File: config.mk
export PLATFORM = sky130hd
export DESIGN_NAME = msu_cell
export DESIGN_NICKNAME = d
export VERILOG_FILES = /design/src/hw/rtl/merge_insertion_sorter_unit_defines.svh /design/src/hw/rtl/msu_pkg.sv /design/src/hw/rtl/msu_cell.sv
export SDC_FILE = /design/constraint.sdc
export NUM_CORES = 1
export LEC_CHECK = 0
export CORE_MARGIN = 3
export CORE_UTILIZATION = 26
export CTS_CLUSTER_DIAMETER = 50
export DETAILED_ROUTE_END_ITERATION = 7
export DONT_BUFFER_PORTS = 1
export GPL_ROUTABILITY_DRIVEN = 0
export PLACE_DENSITY = 0.45
export REMOVE_ABC_BUFFERS = 1
export SLEW_MARGIN = 20
export SYNTH_ARGS = -nofsm -noshare
export SYNTH_HDL_FRONTEND = slang
export SYNTH_SLANG_ARGS = --single-unit
File: constraint.sdc
create_clock -name clk_i -period 4.8 [get_ports clk_i]
set_clock_uncertainty 0.15 [all_clocks]
set_input_delay 0.72 -clock clk_i [delete_from_list [all_inputs] [get_ports clk_i]]
set_output_delay 0.72 -clock clk_i [all_outputs]
set_load 0.03 [all_outputs]
File: src/hw/rtl/merge_insertion_sorter_unit_defines.svh
// ----------------------------------------------------------------------------
// Merge-insertion sorter assertion macros
// Shared concurrent assertion forms, clocked on clk_i, held off in reset.
// ----------------------------------------------------------------------------
`ifndef MERGE_INSERTION_SORTER_UNIT_DEFINES_SVH
`define MERGE_INSERTION_SORTER_UNIT_DEFINES_SVH

// Same-cycle implication
`define MSU_ASSERT_NOW(lbl, ante, cons, msg) \
  lbl: assert property (@(posedge clk_i) disable iff (!rst_ni) (ante) |-> (cons)) \
    else $error(msg);

// Next-cycle implication
`define MSU_ASSERT_NEXT(lbl, ante, cons, msg) \
  lbl: assert property (@(posedge clk_i) disable iff (!rst_ni) (ante) |=> (cons)) \
    else $error(msg);

`endif

File: src/hw/rtl/msu_pkg.sv
// ----------------------------------------------------------------------------
// Merge-insertion sorter package
// Widths, default capacity and the link and control types of the cell row.
// ----------------------------------------------------------------------------
`timescale 1ns / 1ps
`default_nettype none

package msu_pkg;

  localparam int unsigned MSU_VALUE_W   = 32;
  localparam int unsigned MSU_MAX_ITEMS = 64;

  typedef logic signed [MSU_VALUE_W-1:0] msu_value_t;

  // What one cell shows its neighbours
  typedef struct packed {
    logic       occ;  // cell holds a value
    logic       lt;   // incoming word is below the held value
    msu_value_t val;
  } msu_link_t;

  // Row-wide commands
  typedef struct packed {
    logic ins;  // insert the incoming word
    logic shl;  // shift the row one cell towards the head
  } msu_ctrl_t;

endpackage

`default_nettype wire

File: src/hw/rtl/msu_cell.sv
// ----------------------------------------------------------------------------
// Merge-insertion sorter cell
// One slot of the sorted row: takes the incoming word, its left neighbour's
// value, or its right neighbour's value, so the row stays in ascending order.
// ----------------------------------------------------------------------------
`timescale 1ns / 1ps
`default_nettype none

module msu_cell
  import msu_pkg::*;
(
  input  wire logic       clk_i,
  input  wire logic       rst_ni,
  input  wire msu_ctrl_t  ctrl_i,
  input  wire msu_value_t new_val_i,
  input  wire msu_link_t  left_i,
  input  wire msu_link_t  right_i,
  output msu_link_t       link_o
);

  logic       occ_q, occ_d;
  msu_value_t val_q, val_d;
  logic       lt;

  // Compare the incoming word with the held one
  assign lt = occ_q && (new_val_i < val_q);

  // Pick the next content
  always_comb begin
    occ_d = occ_q;
    val_d = val_q;
    if (ctrl_i.shl) begin
      occ_d = right_i.occ;
      val_d = right_i.val;
    end else if (ctrl_i.ins) begin
      if (left_i.lt) begin
        // left neighbour is displaced into this slot
        occ_d = left_i.occ;
        val_d = left_i.val;
      end else if (left_i.occ && (!occ_q || lt)) begin
        // the incoming word lands here
        occ_d = 1'b1;
        val_d = new_val_i;
      end
    end
  end

  always_ff @(posedge clk_i or negedge rst_ni) begin
    if (!rst_ni) begin
      occ_q <= 1'b0;
    end else begin
      occ_q <= occ_d;
    end
  end

  always_ff @(posedge clk_i) begin
    val_q <= val_d;
  end

  assign link_o.occ = occ_q;
  assign link_o.lt  = lt;
  assign link_o.val = val_q;

endmodule

`default_nettype wire

==> impl_metrics.yaml, run 1 <==
outcome:
  status: "completed"
cells_and_area:
  nFillCells: 1017
  drive_gt1_frac: 0.0465
  register_area_um2: 986
  antennaDiodeCount: 0
  fin_nets: 393
  multi_input_area_um2: 1360
  final_cells: 387
  syn_to_final_growth_pct: 8.39
worst_setup_path:
  arrival_ps: 2760
  crit_fanout: 4
  critPathKind: "flip-flop to output pin"
  critPathLaunchType: "flip-flop"
  crit_required_ps: 3930
  endpoint_kind: "output pin"
power_and_ir_drop:
  pwr-share-comb: 0.187
  p_leak_uw: 0.00118
  p_clk_frac: 0.252
  ir_drop_mv: 0.124
  p_switching_uw: 266
  power.density_nw_per_um2: 291
  seqPwrFrac: 0.561
  internal_power_uw: 524
  swShare: 0.337
sta:
  min_period_over_period: 0.756
  setup_slack_ps: 1170
  tightestPinTransition_ps: 625
  maxSlewViolCount: 0
  period_needed_ps: 3630
  rsz0062_at_grt: "false"
  slew_headroom: 0.582
  fmax_mhz: 275
  setup_viol: 0
  tns_ps: 0
  final_hold_viol_count: 0
synth:
  synth_top_area_cell: "edfxtp_1"
  synth_seq_cells: 33
  synth.top_cell.area_share: 0.383
  syn-cell-area_um2: 2510
  synthCells: 262
  synth_compound_area_frac: 0.146
  yosys.area_share.simple: 0.106
  synth_xor_area_frac: 0
  synth_top_family_by_area: "adder cells"
  muxShareOfSynthArea: 0.128
  synth.distinct_cells: 32
  syn_avg_cell_area_um2: 9.57
  synthAdderAreaFrac: 0.155
  ys_warn_count: 0
  ys_seq_area_frac: 0.393
  yosys-top-cells-area: "edfxtp_1 38%, ha_1 15%, mux2i_1 13%"
clocking:
  cts_setup_buffers: 0
  clk_path_buf_depth: 2
  cts.sinks: 33
  root_buffer: "clkbuf_8"
  clk_latency_ps: 280
  path_clk_slew_ps: 70
  hold_buffers: 1
  h-tree-depth: 2
  cts_tree: "built"
  cts_buffers: 5
  ctsResizeCount: 0
worst_hold_path:
  hold_path_class: "primary input to flip-flop"
die:
  die-area_um2: 10900
  dieWidth_um: 104
  ios: 138
  initial_utilization: 0.270
  core_um2: 9280
  rows: 35
  fp.dieH_um: 104
placed_design:
  hpwl_um: 4780
  placed_cells: 379
  io_buffers: 0
  place_ws_ps: 1290
grt:
  grt_pass1_wl_um: 9960
  grt.overflow.total: 0
  grt_start_max_net_pins: 69
  track_usage: 0.114
  first_global_vias: 1942
  antenna_found_initial: 0
routing:
  antenna_left: 0
  dr.pass1.iters: 4
  vias: 1807
  first_iter_violations: 51
  wirelength_um: 6010
  wl_per_cell_um: 15.5
  drc: 0
  post_drt_via_cell_ratio: 4.67
flow_run:
  cap_violations: 0
==> registers in the layout (all words and copies together), names as in the netlist <==
register  cells
occ_q         1
val_q        32
==> layer usage <==
layer	track usage	up-vias	part of all wire
met2	0.190	87	0.46
met5	0	-	0
met3	0.0565	4	0.12
met1	0.128	796	0.41
met4	0.0313	0	0.0078
li1	-	920	-
==> critical path, cell delays in order (launching register included) <==
cell      delay (ps)
edfxtp_1         550
inv_1             80
ha_1             360
nand4_2          150
nor4_2           350
a221oi_1         160
nor2_1           200
a41oi_2           90
nor2b_1          540
==> through the flow <==
step | power (µW) | area [µm²] | hold slack [ps] | util
4_1_cts | 813 | 2720 | 380 | 0.293
6_report | 790 | 2720 | 397 | 0.293
3_5_place_dp | 602 | 2630 | 274 | 0.283
3_3_place_gp | 601 | 2630 | 274 | 0.283
2_1_floorplan | 561 | 2450 | 274 | -
5_1_grt | 852 | 2720 | 387 | 0.293
==> kinds of logic after synthesis <==
family                   count (synthesis)
adder cells (fa/ha/maj)                 31
multiplexers                            32
AND/OR/NAND/NOR                         59
flip-flops                              33
buffers and inverters                   45
AO/OA/AOI/OAI                           62
==> cell type report <==
type,instances,area share
Tap cell,129,0.0594
Timing Repair Buffer,2,0.00645
Inverter,32,0.0442
Sequential cell,33,0.363
Multi-Input combinational cell,184,0.499
Clock inverter,1,0.00138
Clock buffer,6,0.0267
==> cell usage after synthesis (all sizes together) <==
cell,instances
nand2,42
o21ai,36
edfxtp,32
inv,32
mux2i,32
ha,31
a21oi,11
clkbuf,8
nor2,6
buf,5
nand4,4
a2111oi,2
nand3,2
nor2b,2
o211ai,2
o21a,2
a211oi,1
a21boi,1
a21o,1
a221oi,1
a22oi,1
a31oi,1
a41oi,1
dfrtp,1
nand2b,1
nor3b,1
nor4,1
o21bai,1
o31ai,1
==> power by group through the flow <==
| stage | sequential [µW] | combinational (µW) | clock [µW] |
|---|---|---|---|
| 3_5_place_dp | 451 | 151 | 0 |
| 3_3_place_gp | 451 | 150 | 0 |
| 2_1_floorplan | 443 | 118 | 0 |
| 5_1_grt | 448 | 178 | 226 |
| 6_report | 443 | 148 | 199 |
| 4_1_cts | 445 | 153 | 216 |
==> worst paths after layout <==
check	startpoint	end	slack [ps]	cells after the start
worst max-delay path	val_q[31]	link_o[32]	1170	8
worst min-delay path	ctrl_i[0]	occ_q	400	1
worst max register to register	val_q[31]	val_q[18]	1510	9
worst min register to register	occ_q	occ_q	740	2
max in group asynchronous	rst_ni	occ_q	3910	1
min in group asynchronous	rst_ni	occ_q	490	1
==> cell usage in the layout, fill, tap and decap left out, types with 3 or more instances in the layout <==
master    instances
nand4_1           3
ha_1             31
mux2i_1          32
a21oi_1          11
nor2_1            6
clkbuf_8          5
nand2_1          42
edfxtp_1         32
inv_1            32
o21ai_0          36
Note: power is estimated with default switching activity, not from simulation.
==> run 2: changes to the inputs <==
--- a/config.mk
+++ b/config.mk
@@ -11,7 +11,7 @@
 export DETAILED_ROUTE_END_ITERATION = 7
 export DONT_BUFFER_PORTS = 1
 export GPL_ROUTABILITY_DRIVEN = 0
-export PLACE_DENSITY = 0.45
+export PLACE_DENSITY = 0.47
 export REMOVE_ABC_BUFFERS = 1
 export SLEW_MARGIN = 20
 export SYNTH_ARGS = -nofsm -noshare
==> constraint.sdc (replaced) <==
create_clock -name clk_i -period 3.05 [get_ports clk_i]
set_clock_uncertainty 0.15 [all_clocks]
set_input_delay 0.4575 -clock clk_i [delete_from_list [all_inputs] [get_ports clk_i]]
set_output_delay 0.4575 -clock clk_i [all_outputs]
set_load 0.03 [all_outputs]
==> run 2 against run 1 <==
- die area did not move
- worst hold slack got worse by 250 ps
- setup slack got worse by 1100 ps
- global-route usage is 0.33 points higher
- via count is 8.0% higher
- cell area rose by 14%
- power rose by 75%
- combinational power grew to 3.0 times the previous value
- first-iteration DRC count grew 71%
- critical path type unchanged
- largest cell class unchanged
==> impl_metrics.yaml, run 2 (synthesized netlist as in run 1, its figures left out) <==
clocking:
  cts.sinks: 33
  cts_tree: "built"
  clk_latency_ps: 280
  clk_path_buf_depth: 2
  path_clk_slew_ps: 70
  root_buffer: "clkbuf_8"
  cts_buffers: 5
  h-tree-depth: 2
cells_and_area:
  antennaDiodeCount: 0
  stdcell_area_um2: 3100
  final_common_cell: "nand2_1"
  top_register: "val_q"
  final_cell_mix: "42 x nand2_1, 40 x buf_4, 36 x o21ai_0"
  largest_reg_flops: 32
  syn_to_final_growth_pct: 23.8
  fin_util: 0.334
  fin_nets: 433
  reg_top3: "val_q x32, occ_q x1"
  drive_gt1_frac: 0.194
sta:
  period_needed_ps: 2980
  min_period_over_period: 0.976
  final_hold_viol_count: 0
  hold_slack_ps: 144
  rsz0062_at_grt: "true"
  fmax_mhz: 336
  tightestPinTransition_ps: 480
  setup_viol: 0
  setup_slack_ps: 72.0
  maxSlewViolCount: 0
  slew_headroom: 0.679
power_and_ir_drop:
  power_uw: 1380
  p_leak_uw: 0.00141
  power.density_nw_per_um2: 446
  ir_drop_mv: 0.172
placed_design:
  hpwl_um: 4950
  placed_area_um2: 2900
  io_buffers: 0
  place_ws_ps: 185
grt:
  grt_start_max_net_pins: 69
  grt_pass1_wl_um: 10100
  grt.overflow.total: 0
  track_usage: 0.117
  antenna_found_initial: 0
  first_global_vias: 2044
routing:
  post_drt_via_cell_ratio: 4.56
  first_iter_violations: 87
  dr.pass1.iters: 4
  drc: 0
  wirelength_um: 6340
  vias: 1951
  antenna_left: 0
  wl_per_cell_um: 14.8
die:
  die-area_um2: 10900
  initial_utilization: 0.270
  fp.dieH_um: 104
  dieWidth_um: 104
  ios: 138
  rows: 35
  core_um2: 9280
worst_setup_path:
  critPathLaunchType: "flip-flop"
  crit_required_ps: 2440
  reg2reg_depth: 12
  crit_fanout: 3
  endpoint_kind: "output pin"
  critPathKind: "flip-flop to output pin"
  arrival_ps: 2370
worst_hold_path:
  hold_path_class: "primary input to flip-flop"
  hold_depth: 1
outcome:
  status: "completed"
flow_run:
  cap_violations: 0
==> run 2: changes by cell type in the layout (fill, tap and decap cells not counted), sizes merged <==
cell	delta
clkbuf	+2
clkinv	-1
buf	+40
==> run 2: what timing repair did <==
| item | in CTS | in global routing |
|---|---|---|
| endpoints found under the setup margin | 1 | 1 |
| hold endpoints to repair | 1 | 0 |
| pin swaps | 3 | 5 |
| hold buffers | 1 | 0 |
| buffers inserted | 1 | 5 |
| resized for setup | 3 | 4 |
==> run 2: critical path, stage by stage, from the launching register on <==
cell and delay, ps:
edfxtp_1 370, inv_2 60, ha_4 270, nand4_1 180, nor4_4 340, nor3b_4 270
o211ai_1 130, a41oi_2 220, nor2b_1 70, buf_4 170
==> run 2: per-stage QoR <==
stage / setup TNS, ps / cells
floorplan: -30030 / 249
global placement: 0 / 413
detailed placement: 0 / 413
CTS: 0 / 423
global route: -939 / 428
finish: 0 / 428
==> run 2: path summary, 6_finish.rpt <==
check | startpoint | to | slack (ps)
max | val_q[27] | link_o[32] | 70
min | ctrl_i[0] | occ_q | 140
max reg2reg | val_q[27] | val_q[22] | 130
min reg2reg | occ_q | occ_q | 740
max in group asynchronous | rst_ni | occ_q | 2420
min in group asynchronous | rst_ni | occ_q | 230
==> run 2: area by class of cell <==
cell class | count | area (µm²)
fillers | 999 | 6180
multi-input cells | 184 | 1410
flip-flops and latches | 33 | 986
repair buffers | 42 | 330
well taps | 129 | 161
inverters | 32 | 120
clock buffers | 8 | 90.1
==> run 2: where the power goes <==
group          internal (µW)  switching [µW]  leakage [µW]  total, µW
Sequential               561            28.4      0.000338        590
Combinational            187             257       0.00103        444
Clock                    184             164     0.0000455        349
==> run 2: layer usage <==
metal | vias up | part of all wire | track usage
met5 | - | 0 | 0
met4 | 0 | 0.0099 | 0.0304
met3 | 5 | 0.076 | 0.0441
met2 | 84 | 0.47 | 0.199
met1 | 864 | 0.44 | 0.139
li1 | 998 | - | -
==> run 3: changes to the inputs <==
--- a/config.mk
+++ b/config.mk
@@ -13,6 +13,7 @@
 export GPL_ROUTABILITY_DRIVEN = 0
 export PLACE_DENSITY = 0.47
 export REMOVE_ABC_BUFFERS = 1
+export SETUP_SLACK_MARGIN = 0.5
 export SLEW_MARGIN = 20
 export SYNTH_ARGS = -nofsm -noshare
 export SYNTH_HDL_FRONTEND = slang
==> run 3 against run 2 <==
- utilization is 1.8 points higher
- via count up 1.3%
- non-clock buffer count is 5 higher
- largest power group unchanged
- largest cell class unchanged
- global-route usage is 0.079 points higher
- worst hold slack improved by 1.2 ps
==> impl_metrics.yaml, run 3 (synthesized netlist as in run 1, its figures left out) <==
clocking:
  cts_tree: "built"
  root_buffer: "clkbuf_8"
  clk_latency_ps: 280
  h-tree-depth: 2
  clk_path_buf_depth: 2
  path_clk_slew_ps: 70
  cts_buffers: 5
  cts.sinks: 33
cells_and_area:
  drive_gt1_frac: 0.250
  largest_reg_flops: 32
  fin_util: 0.352
  final_cell_mix: "42 x buf_4, 41 x nand2_1, 34 x o21ai_0"
  final_common_cell: "buf_4"
  syn_to_final_growth_pct: 30.5
  antennaDiodeCount: 0
  reg_top3: "val_q x32, occ_q x1"
  final_cells: 433
  fin_nets: 438
  top_register: "val_q"
placed_design:
  placed_cells: 413
  place_ws_ps: 185
  hpwl_um: 4950
  io_buffers: 0
sta:
  setup_viol: 0
  rsz0062_at_grt: "true"
  maxSlewViolCount: 0
  final_hold_viol_count: 0
  slew_headroom: 0.669
  period_needed_ps: 2920
  fmax_mhz: 343
  hold_slack_ps: 146
  setup_slack_ps: 131
  tightestPinTransition_ps: 495
  min_period_over_period: 0.957
flow_run:
  cap_violations: 0
routing:
  wirelength_um: 6590
  wl_met1_um: 2910
  vias: 1977
  route.met2.wl_um: 3130
  antenna_left: 0
  wl_met3_um: 487
  first_iter_violations: 79
  post_drt_via_cell_ratio: 4.57
  top_layer: "met4"
  wl_per_cell_um: 15.2
  drc: 0
  dr.pass1.iters: 4
worst_setup_path:
  path_cells: "inv_1 > ha_1 > nand4_1 > nor4_4 > buf_4 > a221oi_4 > o21a_1 > a41oi_2 > buf_4 > buf_6 > a31oi_4 > clkbuf_16"
  crit_required_ps: 2900
  endpoint_kind: "flip-flop"
  arrival_ps: 2770
  critPathKind: "flip-flop to flip-flop"
  critPathLaunchType: "flip-flop"
  critPathMostFrequentCell: "buf_4"
  worst_path_largest_cell_delay_ps: 390
  cp_slowest_cell: "edfxtp_1"
  crit_fanout: 13
outcome:
  status: "completed"
die:
  die-area_um2: 10900
  dieWidth_um: 104
  rows: 35
  fp.dieH_um: 104
  initial_utilization: 0.270
  ios: 138
  core_um2: 9280
worst_hold_path:
  hold_path_class: "primary input to flip-flop"
power_and_ir_drop:
  power.density_nw_per_um2: 441
  p_leak_uw: 0.00145
  power_uw: 1440
  ir_drop_mv: 0.175
grt:
  antenna_found_initial: 0
  first_global_vias: 2069
  track_usage: 0.118
  grt.overflow.total: 0
  grt_pass1_wl_um: 10200
  grt_start_max_net_pins: 69
==> run 3: path summary, 6_finish.rpt <==
check | cells past startpoint | slack [ps] | to | startpoint
setup / recovery | 12 | 130 | val_q[3] | val_q[24]
hold / removal | 1 | 150 | occ_q | ctrl_i[0]
setup reg to reg | 12 | 130 | val_q[3] | val_q[24]
hold reg to reg | 2 | 740 | occ_q | occ_q
max in group asynchronous | 1 | 2420 | occ_q | rst_ni
min in group asynchronous | 1 | 230 | occ_q | rst_ni
==> run 3: routing by layer <==
| layer | up-vias | global-route usage |
|---|---|---|
| met5 | - | 0 |
| met4 | 0 | 0.0304 |
| met3 | 5 | 0.0441 |
| met2 | 86 | 0.200 |
| met1 | 876 | 0.141 |
| li1 | 1010 | - |
==> run 3: area by class of cell <==
class,count,area [µm²]
Clock buffer,8,90.1
Tap cell,129,161
Inverter,32,120
Fill cell,986,6010
Multi-Input combinational cell,184,1510
Timing Repair Buffer,47,407
Sequential cell,33,986
==> run 3: through the flow <==
| stage | instance area (µm²) | setup TNS [ps] |
|---|---|---|
| 2_1_floorplan | 2450 | -30030 |
| 3_3_place_gp | 2900 | 0 |
| 3_5_place_dp | 2900 | 0 |
| 4_1_cts | 3070 | 0 |
| 5_1_grt | 3270 | -911 |
| 6_report | 3270 | 0 |
==> run 3: timing repair <==
item | in CTS | in global routing
hold buffers | 1 | 0
endpoints found under the setup margin | 33 | 33
resized for setup | 6 | 20
cloned | 0 | 2
buffers inserted | 1 | 8
pin swaps | 4 | 7
hold endpoints to repair | 1 | 0
==> run 3: critical path, delay by kind of cell, from the launching register on <==
| family | cells | cell delay [ps] |
|---|---|---|
| AO/OA/AOI/OAI | 4 | 890 |
| AND/OR/NAND/NOR | 2 | 240 |
| flip-flops | 1 | 390 |
| buffers and inverters | 5 | 730 |
| adder cells (fa/ha/maj) | 1 | 220 |
==> run 3: power breakdown <==
| part | total, µW | switching [µW] | leakage, µW | internal [µW] |
|---|---|---|---|---|
| clock | 351 | 166 | 0.0000455 | 184 |
| sequential | 591 | 29.5 | 0.000338 | 562 |
| combinational | 500 | 277 | 0.00107 | 223 |
